`src/hdl/smac_pkg.sv`:
```
// ----------------------------------------------------------------------------
// SMA crossover package
// Field widths, relation and signal codes, register indexes and the control
// struct shared by the crossover pipeline stages.
// ----------------------------------------------------------------------------
package smac_pkg;

    localparam int PRICE_W      = 32;
    localparam int INDEX_W      = 32;
    localparam int SIGNAL_W     = 2;
    localparam int WINDOW_REG_W = 7;
    localparam int CFG_INDEX_W  = 8;
    localparam int CFG_DATA_W   = 32;

    localparam logic [WINDOW_REG_W-1:0] SHORT_WINDOW_RESET = WINDOW_REG_W'(5);
    localparam logic [WINDOW_REG_W-1:0] LONG_WINDOW_RESET  = WINDOW_REG_W'(10);

    localparam logic [CFG_INDEX_W-1:0] REG_SHORT_WINDOW = CFG_INDEX_W'(0);
    localparam logic [CFG_INDEX_W-1:0] REG_LONG_WINDOW  = CFG_INDEX_W'(1);

    // Relation of the short average to the long average.
    localparam logic [1:0] REL_EQUAL = 2'd0;
    localparam logic [1:0] REL_ABOVE = 2'd1;
    localparam logic [1:0] REL_BELOW = 2'd2;

    localparam logic [SIGNAL_W-1:0] SIG_NONE = SIGNAL_W'(0);
    localparam logic [SIGNAL_W-1:0] SIG_BUY  = SIGNAL_W'(1);
    localparam logic [SIGNAL_W-1:0] SIG_SELL = SIGNAL_W'(2);

    typedef struct packed {
        logic valid;
        logic armed;
    } smac_ctl_t;

endpackage

```
`src/hdl/smac_price_if.sv`:
```
// ----------------------------------------------------------------------------
// Price request channel
// Valid/ready channel that carries one price sample per request.
// ----------------------------------------------------------------------------
interface smac_price_if import smac_pkg::*; ();

    logic               valid;
    logic               ready;
    logic [PRICE_W-1:0] price;

    modport source (output valid, output price, input ready);
    modport sink   (input valid, input price, output ready);

endinterface

```
`src/hdl/smac_result_if.sv`:
```
// ----------------------------------------------------------------------------
// Result request channel
// Valid/ready channel that carries the crossover code and the sample index.
// ----------------------------------------------------------------------------
interface smac_result_if import smac_pkg::*; ();

    logic                valid;
    logic                ready;
    logic [SIGNAL_W-1:0] signal;
    logic [INDEX_W-1:0]  sample_index;

    modport source (output valid, output signal, output sample_index, input ready);
    modport sink   (input valid, input signal, input sample_index, output ready);

endinterface

```
`src/hdl/smac_cfg_if.sv`:
```
// ----------------------------------------------------------------------------
// Configuration write channel
// Valid/ready channel that carries a register index and write data.
// ----------------------------------------------------------------------------
interface smac_cfg_if import smac_pkg::*; ();

    logic                   valid;
    logic                   ready;
    logic [CFG_INDEX_W-1:0] index;
    logic [CFG_DATA_W-1:0]  data;

    modport source (output valid, output index, output data, input ready);
    modport sink   (input valid, input index, input data, output ready);

endinterface

```
`src/hdl/smac_front.sv`:
```
// ----------------------------------------------------------------------------
// SMA crossover front end
// Accepts prices, writes them to the price ring and fetches the two prices
// that leave the short and long windows, along with the sample index.
// ----------------------------------------------------------------------------
module smac_front import smac_pkg::*; #(
    parameter int MAX_WINDOW = 64,
    parameter int PRICE_BITS = 32,
    localparam int P_W   = (PRICE_BITS < PRICE_W) ? PRICE_BITS : PRICE_W,
    localparam int AW    = (MAX_WINDOW > 1) ? $clog2(MAX_WINDOW) : 1,
    localparam int WIN_W = $clog2(MAX_WINDOW + 1),
    localparam int WU_W  = $clog2(MAX_WINDOW + 2)
) (
    input  logic               clk,
    input  logic               rst_n,
    input  logic               clear,
    input  logic [WIN_W-1:0]   ws,
    input  logic [WIN_W-1:0]   wl,
    smac_price_if.sink         sample,
    input  logic               take,
    output smac_ctl_t          ctl,
    output logic [P_W-1:0]     price_q,
    output logic [P_W-1:0]     old_s,
    output logic [P_W-1:0]     old_l,
    output logic [INDEX_W-1:0] index_q
);

    logic [P_W-1:0]     ring [MAX_WINDOW];

    logic [AW-1:0]      ptr_reg;
    logic [AW-1:0]      ptr_next;
    logic [WU_W-1:0]    warmup_reg;
    logic [WU_W-1:0]    warmup_next;
    logic [INDEX_W-1:0] index_reg;
    logic [INDEX_W-1:0] index_next;
    logic               valid_reg;

    logic               armed_reg;
    logic               ok_s_reg;
    logic               ok_l_reg;
    logic [P_W-1:0]     price_reg;
    logic [P_W-1:0]     rd_s_reg;
    logic [P_W-1:0]     rd_l_reg;
    logic [INDEX_W-1:0] idx_q_reg;

    logic               acc;
    logic [P_W-1:0]     price_m;
    logic [AW-1:0]      addr_s;
    logic [AW-1:0]      addr_l;
    logic               ok_s;
    logic               ok_l;
    logic [WIN_W-1:0]   start;
    logic               armed;

    // Ring slot that held the price w samples back.
    function automatic logic [AW-1:0] back_addr(input logic [AW-1:0] p,
                                                input logic [WIN_W-1:0] w);
        logic [AW:0] pe;
        logic [AW:0] we;
        pe = {1'b0, p};
        we = (AW + 1)'(w);
        if (pe >= we)
        begin
            return AW'(pe - we);
        end
        return AW'(pe + (AW + 1)'(MAX_WINDOW) - we);
    endfunction

    assign sample.ready = !valid_reg || take;
    assign acc          = sample.valid && sample.ready;
    assign price_m      = sample.price[P_W-1:0];

    assign addr_s = back_addr(ptr_reg, ws);
    assign addr_l = back_addr(ptr_reg, wl);

    // Slots are filled in order from zero after a clear, so the fill count
    // tells whether a slot has been written since the clear; unwritten slots read as zero.
    assign ok_s = (warmup_reg >= WU_W'(MAX_WINDOW)) || (WU_W'(addr_s) < warmup_reg);
    assign ok_l = (warmup_reg >= WU_W'(MAX_WINDOW)) || (WU_W'(addr_l) < warmup_reg);

    assign start = (ws > wl) ? ws : wl;
    assign armed = warmup_reg >= WU_W'(start);

    assign ptr_next    = (ptr_reg == AW'(MAX_WINDOW - 1)) ? '0 : ptr_reg + AW'(1);
    assign warmup_next = (warmup_reg < WU_W'(MAX_WINDOW + 1)) ? warmup_reg + WU_W'(1)
                                                              : warmup_reg;
    assign index_next  = index_reg + INDEX_W'(1);

    always_ff @(posedge clk or negedge rst_n)
    begin
        if (!rst_n)
        begin
            ptr_reg    <= '0;
            warmup_reg <= '0;
            index_reg  <= '0;
            valid_reg  <= 1'b0;
        end
        else if (clear)
        begin
            ptr_reg    <= '0;
            warmup_reg <= '0;
            index_reg  <= '0;
            valid_reg  <= 1'b0;
        end
        else
        begin
            if (acc)
            begin
                ptr_reg    <= ptr_next;
                warmup_reg <= warmup_next;
                index_reg  <= index_next;
            end
            if (sample.ready)
            begin
                valid_reg <= acc;
            end
        end
    end

    // Read-first ring: at the full window the read slot is the one being
    // overwritten, and the old price is the one wanted.
    always_ff @(posedge clk)
    begin
        if (acc)
        begin
            ring[ptr_reg] <= price_m;
            rd_s_reg      <= ring[addr_s];
            rd_l_reg      <= ring[addr_l];
        end
    end

    always_ff @(posedge clk)
    begin
        if (acc)
        begin
            price_reg <= price_m;
            idx_q_reg <= index_reg;
            armed_reg <= armed;
            ok_s_reg  <= ok_s;
            ok_l_reg  <= ok_l;
        end
    end

    assign ctl     = '{valid: valid_reg, armed: armed_reg};
    assign price_q = price_reg;
    assign old_s   = ok_s_reg ? rd_s_reg : '0;
    assign old_l   = ok_l_reg ? rd_l_reg : '0;
    assign index_q = idx_q_reg;

    a_warmup_bound: assert property (@(posedge clk) disable iff (!rst_n)
        warmup_reg <= WU_W'(MAX_WINDOW + 1))
        else $error("warmup count passed its saturation value");

    a_ptr_tracks_fill: assert property (@(posedge clk) disable iff (!rst_n)
        (warmup_reg < WU_W'(MAX_WINDOW)) |-> (WU_W'(ptr_reg) == warmup_reg))
        else $error("ring pointer disagrees with fill count during warmup");

endmodule

```
`src/hdl/smac_sum.sv`:
```
// ----------------------------------------------------------------------------
// SMA crossover window sums
// Keeps the running short and long window sums, one update per sample.
// ----------------------------------------------------------------------------
module smac_sum import smac_pkg::*; #(
    parameter int MAX_WINDOW = 64,
    parameter int PRICE_BITS = 32,
    localparam int P_W   = (PRICE_BITS < PRICE_W) ? PRICE_BITS : PRICE_W,
    localparam int SUM_W = P_W + ((MAX_WINDOW > 1) ? $clog2(MAX_WINDOW) : 1)
) (
    input  logic               clk,
    input  logic               rst_n,
    input  logic               clear,
    input  smac_ctl_t          in_ctl,
    input  logic [P_W-1:0]     price,
    input  logic [P_W-1:0]     old_s,
    input  logic [P_W-1:0]     old_l,
    input  logic [INDEX_W-1:0] index_in,
    input  logic               take,
    output logic               advance,
    output smac_ctl_t          ctl,
    output logic [SUM_W-1:0]   short_sum,
    output logic [SUM_W-1:0]   long_sum,
    output logic [INDEX_W-1:0] index_q
);

    logic               valid_reg;
    logic               armed_reg;
    logic [SUM_W-1:0]   short_sum_reg;
    logic [SUM_W-1:0]   short_sum_next;
    logic [SUM_W-1:0]   long_sum_reg;
    logic [SUM_W-1:0]   long_sum_next;
    logic [INDEX_W-1:0] index_reg;
    logic               update;

    assign advance = !valid_reg || take;
    assign update  = in_ctl.valid && advance;

    // The true sums never go negative and fit the width, so modular
    // arithmetic gives them exactly.
    assign short_sum_next = short_sum_reg + SUM_W'(price) - SUM_W'(old_s);
    assign long_sum_next  = long_sum_reg + SUM_W'(price) - SUM_W'(old_l);

    always_ff @(posedge clk or negedge rst_n)
    begin
        if (!rst_n)
        begin
            valid_reg     <= 1'b0;
            short_sum_reg <= '0;
            long_sum_reg  <= '0;
        end
        else if (clear)
        begin
            valid_reg     <= 1'b0;
            short_sum_reg <= '0;
            long_sum_reg  <= '0;
        end
        else
        begin
            if (advance)
            begin
                valid_reg <= in_ctl.valid;
            end
            if (update)
            begin
                short_sum_reg <= short_sum_next;
                long_sum_reg  <= long_sum_next;
            end
        end
    end

    always_ff @(posedge clk)
    begin
        if (update)
        begin
            armed_reg <= in_ctl.armed;
            index_reg <= index_in;
        end
    end

    assign ctl       = '{valid: valid_reg, armed: armed_reg};
    assign short_sum = short_sum_reg;
    assign long_sum  = long_sum_reg;
    assign index_q   = index_reg;

endmodule

```
`src/hdl/smac_cmp.sv`:
```
// ----------------------------------------------------------------------------
// SMA crossover compare and result stage
// Cross-multiplies the window sums, tracks the previous relation and holds
// the result until the receiver takes it.
// ----------------------------------------------------------------------------
module smac_cmp import smac_pkg::*; #(
    parameter int MAX_WINDOW = 64,
    parameter int PRICE_BITS = 32,
    localparam int P_W    = (PRICE_BITS < PRICE_W) ? PRICE_BITS : PRICE_W,
    localparam int SUM_W  = P_W + ((MAX_WINDOW > 1) ? $clog2(MAX_WINDOW) : 1),
    localparam int WIN_W  = $clog2(MAX_WINDOW + 1),
    localparam int PROD_W = SUM_W + WIN_W
) (
    input  logic               clk,
    input  logic               rst_n,
    input  logic               clear,
    input  smac_ctl_t          in_ctl,
    input  logic [SUM_W-1:0]   short_sum,
    input  logic [SUM_W-1:0]   long_sum,
    input  logic [INDEX_W-1:0] index_in,
    input  logic [WIN_W-1:0]   ws,
    input  logic [WIN_W-1:0]   wl,
    output logic               take,
    smac_result_if.source      result
);

    logic                valid_reg;
    logic [1:0]          prev_rel_reg;
    logic [SIGNAL_W-1:0] signal_reg;
    logic [SIGNAL_W-1:0] signal_next;
    logic [INDEX_W-1:0]  index_reg;
    logic [PROD_W-1:0]   prod_s;
    logic [PROD_W-1:0]   prod_l;
    logic [1:0]          rel;
    logic                update;

    assign take   = !valid_reg || result.ready;
    assign update = in_ctl.valid && take;

    // short/ws against long/wl, compared without division.
    assign prod_s = PROD_W'(short_sum) * PROD_W'(wl);
    assign prod_l = PROD_W'(long_sum) * PROD_W'(ws);

    always_comb
    begin
        if (prod_s > prod_l)
        begin
            rel = REL_ABOVE;
        end
        else if (prod_s < prod_l)
        begin
            rel = REL_BELOW;
        end
        else
        begin
            rel = REL_EQUAL;
        end
    end

    always_comb
    begin
        signal_next = SIG_NONE;
        if (in_ctl.armed && rel == REL_ABOVE && prev_rel_reg != REL_ABOVE)
        begin
            signal_next = SIG_BUY;
        end
        else if (in_ctl.armed && rel == REL_BELOW && prev_rel_reg != REL_BELOW)
        begin
            signal_next = SIG_SELL;
        end
    end

    always_ff @(posedge clk or negedge rst_n)
    begin
        if (!rst_n)
        begin
            valid_reg    <= 1'b0;
            prev_rel_reg <= REL_EQUAL;
        end
        else if (clear)
        begin
            valid_reg    <= 1'b0;
            prev_rel_reg <= REL_EQUAL;
        end
        else
        begin
            if (take)
            begin
                valid_reg <= in_ctl.valid;
            end
            if (update)
            begin
                prev_rel_reg <= rel;
            end
        end
    end

    always_ff @(posedge clk)
    begin
        if (update)
        begin
            signal_reg <= signal_next;
            index_reg  <= index_in;
        end
    end

    assign result.valid        = valid_reg;
    assign result.signal       = signal_reg;
    assign result.sample_index = index_reg;

    a_buy_after_above: assert property (@(posedge clk) disable iff (!rst_n)
        (update && !clear) |=> (signal_reg != SIG_BUY || prev_rel_reg == REL_ABOVE))
        else $error("buy reported without the short average above the long one");

    a_sell_after_below: assert property (@(posedge clk) disable iff (!rst_n)
        (update && !clear) |=> (signal_reg != SIG_SELL || prev_rel_reg == REL_BELOW))
        else $error("sell reported without the short average below the long one");

    a_equal_windows_quiet: assert property (@(posedge clk) disable iff (!rst_n)
        (update && !clear && ws == wl) |=> (signal_reg == SIG_NONE))
        else $error("crossover reported with equal windows");

endmodule

```
`src/hdl/sma_crossover_signal_core.sv`:
```
// ----------------------------------------------------------------------------
// SMA crossover signal core
// Moving average crossover detector on a stream of integer price ticks.
//
// Channels: sample carries one price per request; result carries the
// crossover code (none, buy, sell) and the sample index for every sample, in
// order. cfg writes the short window (index 0) or long window (index 1);
// any such write restarts the stream at sample index 0 with empty windows.
// cfg is always ready. The user must see that cfg is written only while the
// block is idle; the block itself does not enforce this. A sample passes
// the ring read, window sum update, and compare and result register stages,
// each of them registered, before its result is valid.
// Throughput: one sample per cycle while results are taken; the ring has
// one write and two reads per cycle, and the sum update feeds its register.
// Reset: windows return to 5 and 10, the stream restarts at index 0. The
// ring needs no clearing pass; its fill count masks slots not yet written.
// When the receiver stalls, the result holds, the two stages before it
// fill, and then sample.ready drops until the result is taken.
// ----------------------------------------------------------------------------
module sma_crossover_signal_core import smac_pkg::*; #(
    parameter int MAX_WINDOW = 64,
    parameter int PRICE_BITS = 32
) (
    input  logic          clk,
    input  logic          rst_n,
    smac_price_if.sink    sample,
    smac_result_if.source result,
    smac_cfg_if.sink      cfg
);

    localparam int P_W   = (PRICE_BITS < PRICE_W) ? PRICE_BITS : PRICE_W;
    localparam int SUM_W = P_W + ((MAX_WINDOW > 1) ? $clog2(MAX_WINDOW) : 1);
    localparam int WIN_W = $clog2(MAX_WINDOW + 1);
    localparam int CW    = (WIN_W > WINDOW_REG_W) ? WIN_W : WINDOW_REG_W;

    logic [WINDOW_REG_W-1:0] short_window_reg;
    logic [WINDOW_REG_W-1:0] long_window_reg;
    logic                    cfg_wr;
    logic                    clear;
    logic [WIN_W-1:0]        ws;
    logic [WIN_W-1:0]        wl;

    smac_ctl_t               ctl1;
    logic [P_W-1:0]          price1;
    logic [P_W-1:0]          old_s1;
    logic [P_W-1:0]          old_l1;
    logic [INDEX_W-1:0]      index1;
    logic                    advance1;

    smac_ctl_t               ctl2;
    logic [SUM_W-1:0]        short_sum2;
    logic [SUM_W-1:0]        long_sum2;
    logic [INDEX_W-1:0]      index2;
    logic                    take2;

    // Zero acts as one, anything above the ring depth as the ring depth.
    function automatic logic [WIN_W-1:0] eff_window(input logic [WINDOW_REG_W-1:0] w);
        if (w == '0)
        begin
            return WIN_W'(1);
        end
        if (CW'(w) > CW'(MAX_WINDOW))
        begin
            return WIN_W'(MAX_WINDOW);
        end
        return WIN_W'(w);
    endfunction

    assign cfg.ready = 1'b1;
    assign cfg_wr    = cfg.valid && cfg.ready;
    assign clear     = cfg_wr && (cfg.index == REG_SHORT_WINDOW ||
                                  cfg.index == REG_LONG_WINDOW);

    always_ff @(posedge clk or negedge rst_n)
    begin
        if (!rst_n)
        begin
            short_window_reg <= SHORT_WINDOW_RESET;
            long_window_reg  <= LONG_WINDOW_RESET;
        end
        else if (cfg_wr)
        begin
            if (cfg.index == REG_SHORT_WINDOW)
            begin
                short_window_reg <= cfg.data[WINDOW_REG_W-1:0];
            end
            if (cfg.index == REG_LONG_WINDOW)
            begin
                long_window_reg <= cfg.data[WINDOW_REG_W-1:0];
            end
        end
    end

    assign ws = eff_window(short_window_reg);
    assign wl = eff_window(long_window_reg);

    smac_front #(
        .MAX_WINDOW (MAX_WINDOW),
        .PRICE_BITS (PRICE_BITS)
    ) u_front (
        .clk     (clk),
        .rst_n   (rst_n),
        .clear   (clear),
        .ws      (ws),
        .wl      (wl),
        .sample  (sample),
        .take    (advance1),
        .ctl     (ctl1),
        .price_q (price1),
        .old_s   (old_s1),
        .old_l   (old_l1),
        .index_q (index1)
    );

    smac_sum #(
        .MAX_WINDOW (MAX_WINDOW),
        .PRICE_BITS (PRICE_BITS)
    ) u_sum (
        .clk       (clk),
        .rst_n     (rst_n),
        .clear     (clear),
        .in_ctl    (ctl1),
        .price     (price1),
        .old_s     (old_s1),
        .old_l     (old_l1),
        .index_in  (index1),
        .take      (take2),
        .advance   (advance1),
        .ctl       (ctl2),
        .short_sum (short_sum2),
        .long_sum  (long_sum2),
        .index_q   (index2)
    );

    smac_cmp #(
        .MAX_WINDOW (MAX_WINDOW),
        .PRICE_BITS (PRICE_BITS)
    ) u_cmp (
        .clk       (clk),
        .rst_n     (rst_n),
        .clear     (clear),
        .in_ctl    (ctl2),
        .short_sum (short_sum2),
        .long_sum  (long_sum2),
        .index_in  (index2),
        .ws        (ws),
        .wl        (wl),
        .take      (take2),
        .result    (result)
    );

    a_stall_only_when_full: assert property (@(posedge clk) disable iff (!rst_n)
        !sample.ready |-> (result.valid && !result.ready))
        else $error("sample channel stalled while the result side can move");

endmodule
```
`src/flat_wrapper.sv`:
```
// flat-port wrapper written by rule: the top's interface ports become plain ports
module sma_crossover_signal_core_flat import smac_pkg::*;
#(
    parameter int MAX_WINDOW = 64,
    parameter int PRICE_BITS = 32
)
  (clk, rst_n, sample_valid, sample_price, sample_ready, result_valid, result_signal, result_sample_index, result_ready, cfg_valid, cfg_index, cfg_data, cfg_ready);
  smac_price_if sample_i ();
  smac_result_if result_i ();
  smac_cfg_if cfg_i ();
  input  logic clk;
  input  logic rst_n;
  input wire logic [$bits(sample_i.valid)-1:0] sample_valid;
  input wire logic [$bits(sample_i.price)-1:0] sample_price;
  output wire logic [$bits(sample_i.ready)-1:0] sample_ready;
  output wire logic [$bits(result_i.valid)-1:0] result_valid;
  output wire logic [$bits(result_i.signal)-1:0] result_signal;
  output wire logic [$bits(result_i.sample_index)-1:0] result_sample_index;
  input wire logic [$bits(result_i.ready)-1:0] result_ready;
  input wire logic [$bits(cfg_i.valid)-1:0] cfg_valid;
  input wire logic [$bits(cfg_i.index)-1:0] cfg_index;
  input wire logic [$bits(cfg_i.data)-1:0] cfg_data;
  output wire logic [$bits(cfg_i.ready)-1:0] cfg_ready;
  assign sample_i.valid = sample_valid;
  assign sample_i.price = sample_price;
  assign sample_ready = sample_i.ready;
  assign result_valid = result_i.valid;
  assign result_signal = result_i.signal;
  assign result_sample_index = result_i.sample_index;
  assign result_i.ready = result_ready;
  assign cfg_i.valid = cfg_valid;
  assign cfg_i.index = cfg_index;
  assign cfg_i.data = cfg_data;
  assign cfg_ready = cfg_i.ready;
  sma_crossover_signal_core #(.MAX_WINDOW(MAX_WINDOW), .PRICE_BITS(PRICE_BITS)) u_core (.clk(clk), .rst_n(rst_n), .sample(sample_i), .result(result_i), .cfg(cfg_i));
endmodule
```
`config.mk`:
```
export PLATFORM = sky130hd
export DESIGN_NAME = sma_crossover_signal_core_flat
export DESIGN_NICKNAME = d
export VERILOG_FILES = /design/src/hdl/smac_pkg.sv /design/src/hdl/smac_price_if.sv /design/src/hdl/smac_result_if.sv /design/src/hdl/smac_cfg_if.sv /design/src/hdl/smac_front.sv /design/src/hdl/smac_sum.sv /design/src/hdl/smac_cmp.sv /design/src/hdl/sma_crossover_signal_core.sv /design/src/flat_wrapper.sv
export SDC_FILE = /design/constraint.sdc
export NUM_CORES = 2
export LEC_CHECK = 0
export BUFFER_PORTS_ARGS = -buffer_cell sky130_fd_sc_hd__buf_2
export CAP_MARGIN = 20
export CORE_ASPECT_RATIO = 1.1
export CORE_MARGIN = 5
export CORE_UTILIZATION = 64
export DETAILED_ROUTE_END_ITERATION = 10
export PLACE_DENSITY_LB_ADDON = 0.12
export REMOVE_ABC_BUFFERS = 1
export SYNTH_ARGS = -nofsm -noshare
export SYNTH_HDL_FRONTEND = slang
export SYNTH_SLANG_ARGS = --single-unit
export TNS_END_PERCENT = 30
```
`constraint.sdc`:
```
create_clock -name clk -period 10.1 [get_ports clk]
set_clock_uncertainty 0.1 [all_clocks]
set_input_delay 2.02 -clock clk [delete_from_list [all_inputs] [get_ports clk]]
set_output_delay 2.02 -clock clk [all_outputs]
set_load 0.1 [all_outputs]
```
======== Word level (Yosys, flattened, before mapping) ========
Memory sizes are Yosys's and may differ from the RTL's. A register that Yosys moved wholly into a read port is not among the register bits.
Cells that the tools add are included.
storage, ports and cells
  bits in registers ....................... 274
  bits in writable memories ............... 2048
  input bits .............................. 77
  output and inout port bits .............. 37
  logic and storage cells ................. 131
  memories ................................ 1
memory list
  memory               depth  bits a word  read ports  clocked after Yosys merged registers in  write ports  RTL line          RTL
  u_core.u_front.ring  64     32           2           2                                        1            smac_front.sv:28  logic [P_W-1:0] ring [MAX_WINDOW];
cells by class
  add/subtract/negate cells ............... 12
  multiply operators ...................... 2
  order comparisons ....................... 12
  eq/ne operators ......................... 6
  multiplexer cells ....................... 48
  reduce and logical (&&, ||, !) cells .... 30
operators with widths
  kind                                                  count
  2-to-1 mux 38 bit                                     4
  2-to-1 mux 32 bit                                     4
  multiplier 38 x 7 -> 45 bit                           2
  2-to-1 mux 7 bit                                      12
  adder 38 x 32 -> 38 bit                               2
  subtractor 38 x 32 -> 38 bit                          2
  greater-than comparator 45 bit                        1
  less-than comparator 45 bit                           1
  2-to-1 mux 6 bit                                      7
  adder 32 x 1 -> 32 bit, second input constant         1
  subtractor 6 bit                                      4
  2-to-1 mux 1 bit                                      16
  >= comparator 6 x 7 -> 1 bit                          2
  greater-than comparator 7 bit, second input constant  2
  zero test 7 bit                                       2
  less-than comparator 6 x 7 -> 1 bit                   2
  nonzero test 2 bit                                    7
  adder 6 x 1 -> 6 bit, second input constant           2
  2-to-1 mux 2 bit                                      5
  equality test 8 x 1 -> 1 bit, second input constant   1
  logical AND 1 bit                                     8
  zero test 8 bit                                       1
  adder 7 x 1 -> 7 bit, second input constant           1
  >= comparator 7 bit                                   1
  other kinds (11)                                      20

======== Longest topological paths before layout ========
  depth after elaboration ................. 13
  gate-level depth with buffers ........... 34
  mapped depth without buffers ............ 31

======== Cells and area by module ========
From an unflattened synthesis, not the netlist that was laid out.
unflattened totals
  cell total of the unflattened synthesis .. 8724
  area, all modules ....................... 132263.1 um2
modules (own cells, without submodules)
  module                     times used  cells an instance  area an instance (um2)  seq. area each (um2)
  smac_front                 1           5177               102057.9                66583.9
  smac_cmp                   1           2289               19471.2                 1096.1
  smac_sum                   1           1201               10022.1                 2917.8
  sma_crossover_signal_core  1           57                 711.9                   355.3

======== Worst setup path after synthesis ========
OpenSTA, ideal clock, no wires.
  path kind ............................... input port to flip-flop
  start ................................... in result_ready
  end ..................................... mem u_core.u_front.ring[49][0] (netlist name) (enable)
  library setup time ...................... 0.421 ns
  arrival ................................. 9.748 ns
  data required time ...................... 9.579 ns
  slack ................................... -0.169 ns
  stages on the path ...................... 6
  buffers on the path ..................... 1
  path through ............................ nand4b_1 -> nand2_1 -> inv_1 -> buf_1 -> nand3_1 -> nor2_1
between the ends
  longest elaborated chain between the ends .. 6
ends and longest elaborated chain
  item                                    RTL line            RTL
  from (decl)                             flat_wrapper.sv:19  input wire logic [$bits(result_i.ready)-1:0] result_ready;
  logical OR 1 bit                        smac_cmp.sv:37      assign take = !valid_reg || result.ready;
  logical OR 1 bit                        smac_sum.sv:36      assign advance = !valid_reg || take;
  logical OR 1 bit                        smac_front.sv:69    assign sample.ready = !valid_reg || take;
  logical AND 1 bit                       smac_front.sv:70    assign acc = sample.valid && sample.ready;
  via u_core.u_front.acc                  smac_front.sv:46    logic acc;
  2-to-1 mux 1 bit                        smac_front.sv:124   if (acc)
  2-to-1 mux 1 bit (not written as such)  smac_front.sv:126   ring[ptr_reg] <= price_m;
  to (decl)                               smac_front.sv:28
The timed path passes the listed nets, and every way through them passes these cells.

======== Worst setup path after layout ========
  start ................................... reg u_core.short_window_reg[6]
  end ..................................... reg u_core.u_cmp.signal_reg[0], in the netlist u_core.u_cmp.result.signal[0] (data pin)
between the ends
  longest elaborated chain between the ends .. 12
  elaborated cells on any way between the ends .. 16
  those cells by class .................... mul (1); order compare (3); eq/ne (1); mux (8); reduce/logical (3)
ends and longest elaborated chain
  item                               RTL line                         RTL
  from (decl)                        sma_crossover_signal_core.sv:36  logic [WINDOW_REG_W-1:0] short_window_reg;
  from (signal assigned)             sma_crossover_signal_core.sv:85  short_window_reg <= cfg.data[WINDOW_REG_W-1:0];
  greater-than comparator 7 bit      sma_crossover_signal_core.sv:62  if (CW'(w) > CW'(MAX_WINDOW))
  2-to-1 mux 1 bit (2 in series)     sma_crossover_signal_core.sv:62
  2-to-1 mux 7 bit                   sma_crossover_signal_core.sv:66  return WIN_W'(w);
  2-to-1 mux 7 bit *                 sma_crossover_signal_core.sv:62
  multiplier 38 x 7 -> 45 bit *      smac_cmp.sv:42                   assign prod_l = PROD_W'(long_sum) * PROD_W'(ws);
  less-than comparator 45 bit        smac_cmp.sv:50                   else if (prod_s < prod_l)
  2-to-1 mux 2 bit                   smac_cmp.sv:50
  2-to-1 mux 2 bit *                 smac_cmp.sv:46                   if (prod_s > prod_l)
  equality test 2 x 1 -> 1 bit *     smac_cmp.sv:63                   if (in_ctl.armed && rel == REL_ABOVE && prev_rel_reg != REL_ABOVE)
  logical AND 1 bit * (2 in series)  smac_cmp.sv:63
  to (signal assigned)               smac_cmp.sv:102                  signal_reg <= signal_next;
  to (decl)                          smac_cmp.sv:29                   logic [SIGNAL_W-1:0] signal_reg;
Every way passes the cells marked *; elsewhere a longest branch is shown, timed or not. The select of a mux whose other input is x is not followed.
A chain may end at the register's enable or synchronous reset.

==> results.tsv <==
stage	metric	value	unit
run_status	status	complete, no violations	
synthesis	register area share after synthesis	54.4	%
global_route	largest net degree at the start of global routing	109	
detailed_routing	Initial DRT Pass Iterations	6	
final_layout	commonest non-fill, non-tap cell in the layout	edfxtp_1	
sta	Fin Hold WS	0.317	ns
pwr	maximum vdd drop	0.495	mV
sta	fmax	110	MHz
flow_run	Max Cap Viol	0	
detailed_routing	post-route ant nets	0	
placed_design	Cell Area, Placed	0.134	mm²
pwr	Sw Pwr	20.0	mW
final_layout	share of cells above drive strength 1	25.0	%
synthesis	Top FF cell, synth	edfxtp_1	
final_layout	max FFs per register	2048	
sta	RSZ-0062 raised after global routing	no	
cts	clk sinks	2386	
floorplan	Starting Density	64.4	%
cts	CTS tree	yes	
synthesis	synth warn	0	
cts	clk slew on worst S/H paths	0.06	ns
global_route	initial antenna violation count	21	
synthesis	synthesized instance count	7970	
setup_path	CP Capture Type	flop	
setup_path	Arrival @ worst endpoint	9.70	ns
final_layout	most frequent cells in the layout	2246 x edfxtp_1, 1312 x mux4_2, 662 x inv_1, 500 x nand2_1, 460 x nor2_1	
detailed_routing	routed wire length	370000	µm
cts	Resize count post-CTS	0	
global_route	Total GRT Usage	35.1	%
setup_path	worst setup path endpoint	u_core.u_cmp.result.signal[0]	
floorplan	Core Region	0.202	mm²
floorplan	Die Wd	440	µm
pwr	combinational power share	56.3	%
setup_path	startpoint types	flop	
global_route	first-pass GRT wire length	539000	µm
detailed_routing	routed vias/inst	7.14	
synthesis	Post-synth EDFFs	2246	
sta	Max Slew Vio Count	0	
placed_design	HPWL after DPL	224000	µm
cts	postcts setup bufs	0	
setup_path	R2R depth	28	
setup_path	Critical R2R Capture	u_core.u_cmp.result.signal[0]	
setup_path	Worst Setup Path Type	flop to flop	
sta	slew margin rel.	19.7	%
setup_path	slowest cell on the critical path	o311ai_1	
setup_path	launching point of the worst reg2reg path	u_core.short_window_reg[6]	
sta	Setup violations, final	0	
cts	H-tree depth	4	
detailed_routing	Iteration-0 DRC Markers	10800	
pwr	clock share of power	18.0	%
setup_path	Worst Setup SP	u_core.short_window_reg[6]	
placed_design	routability-driven placement congestion ratio	0.952	
setup_path	crit-path max FO	14	
placed_design	Port Buffers	87	
final_layout	final net count	8805	
setup_path	crit-path max cell delay	0.63	ns
setup_path	Worst R2R Setup Slack	0.98	ns
floorplan	die area	0.213	mm²
pwr	switching share of power	42.0	%
worst_hold_path	class of the worst hold path	flop to flop	
pwr	Pwr Density	333	mW/mm²
final_layout	synthesis-to-layout area growth	9.28	%
setup_path	Worst path most repeated cell	fa_1	
sta	min cycle time layout	9.12	ns
synthesis	synth unique cells	88	
detailed_routing	Avg WL per Cell	33.8	µm
pwr	Pleak	51.0	nW
cts	Post-CTS Hold Fix Bufs	0	
sta	Hold Vio Cnt, Final	0	
global_route	total gr overflow	0	
floorplan	FP Rows	173	
setup_path	CP required	10.68	ns
cts	CTS max path bufs	3	
synthesis	mapped cell area	0.130	mm²
sta	Worst Tran Pin Value	1.20	ns
cts	cts bufs inserted	227	
cts	worst skew pair latency	0.88	ns
detailed_routing	Post-route DRC	0	
floorplan	die height	483	µm
sta	final worst path period share	90.3	%
cts	clock root cell	clkbuf_16	
pwr	Seq pwr share	25.7	%
synthesis	FFs w/ async S/R, synth	5.87	%
floorplan	I/O Pins	114	
detailed_routing	via count	78000	
pwr	Int Pwr	27.5	mW
synthesis	Mean Syn Cell Area	16.4	µm²
synthesis	Yosys reg bits	2386	
global_route	vias in the first global route	80300	
final_layout	Final Cell Area	0.142	mm²
-- cell usage after synthesis (all sizes together), types with 23 or more instances --
master / instances / share of area (%)
a211oi: 23 / 0.14
a21o: 133 / 0.77
a21oi: 231 / 0.89
a31oi: 57 / 0.28
and2: 156 / 0.75
and3: 76 / 0.36
buf: 167 / 0.60
clkbuf: 295 / 0.85
dfrtp: 136 / 2.6
edfxtp: 2246 / 52
fa: 424 / 6.5
ha: 285 / 2.7
inv: 665 / 1.9
mux4: 1312 / 23
nand2: 501 / 1.4
nand3: 51 / 0.20
nand4: 37 / 0.18
nor2: 527 / 1.5
nor2b: 39 / 0.19
nor3: 34 / 0.13
o21ai: 119 / 0.46
o21bai: 35 / 0.20
xnor2: 107 / 0.72
xor2: 77 / 0.52
-- worst max-delay path, delay by kind of cell (launching register included) --
| family | cells | cell delay (ns) |
|---|---|---|
| AOI/OAI and AO/OA | 12 | 3.38 |
| xor gates and xnor gates | 1 | 0.17 |
| adders and majority gates | 6 | 2.61 |
| buffers and inverters | 3 | 0.56 |
| DFF | 1 | 0.47 |
| and+or+nand+nor | 6 | 1.60 |
-- final cells by class --
type | count | area [µm²]
Antenna cell | 5 | 12.5
Clock buffer | 277 | 5870
Clock inverter | 144 | 1470
Fill cell | 12700 | 59900
Inverter | 668 | 2510
Multi-Input combinational cell | 4454 | 55600
Sequential cell | 2386 | 71000
Tap cell | 2712 | 3390
Timing Repair Buffer | 282 | 2590
-- worst min path at each step --
stage,start,end,slack (ns),cells past startpoint
detailed placement,u_core.u_sum.index_q[12],u_core.u_cmp.result.sample_index[12],0.30,0
floorplan,u_core.u_sum.index_q[0],u_core.u_cmp.result.sample_index[0],0.30,0
CTS,u_core.u_sum.index_q[12],u_core.u_cmp.result.sample_index[12],0.32,0
global placement,u_core.u_front.index_q[14],u_core.u_sum.index_q[14],0.30,0
finish,u_core.u_front.index_q[5],u_core.u_sum.index_q[5],0.32,0
global route,u_core.u_sum.index_q[21],u_core.u_cmp.result.sample_index[21],0.32,0
-- per-layer routing --
layer | GRT usage [%] | part of all wire (%) | vias up | routed length (µm)
li1 | - | - | 31100 | -
met1 | 46.5 | 34 | 40400 | 126000
met3 | 8.38 | 12 | 977 | 44200
met4 | 14.6 | 4.7 | 12 | 17400
met5 | 0 | 0.022 | - | 82
met2 | 56.7 | 49 | 5516 | 182000
-- power groups by stage --
| stage | Combinational, mW | Clock, mW | Sequential (mW) |
|---|---|---|---|
| global placement | 25.7 | 0 | 12.3 |
| global route | 28.3 | 9.03 | 12.2 |
| detailed placement | 26.0 | 0 | 12.4 |
| finish | 26.8 | 8.53 | 12.2 |
| CTS | 26.3 | 8.59 | 12.2 |
| floorplan | 21.3 | 0 | 12.3 |
-- per-stage QoR --
step	setup TNS, ns	total power, mW	instances	utilization [%]	setup slack (ns)
final	0	47.5	10900	70.4	0.980
after global placement	0	38.1	10500	66.4	1.18
after global routing	0	49.5	10900	70.4	0.524
after floorplan	-837.32	33.6	7508	-	-12.74
after detailed placement	0	38.4	10500	66.4	1.05
after CTS	0	47.1	10900	70.1	1.00
-- cells by family after synthesis --
group | count (synthesis) | synth area share, %
flip-flops | 2386 | 54.4
multiplexers | 1338 | 22.9
buffers and inverters | 1130 | 3.37
adder cells (fa/ha/maj) | 709 | 9.25
AND/OR/NAND/NOR | 1503 | 5.23
XOR/XNOR | 184 | 1.24
AO/OA/AOI/OAI | 719 | 3.60
other | 1 | 0.00288
Power figures use the tool's default switching activity.
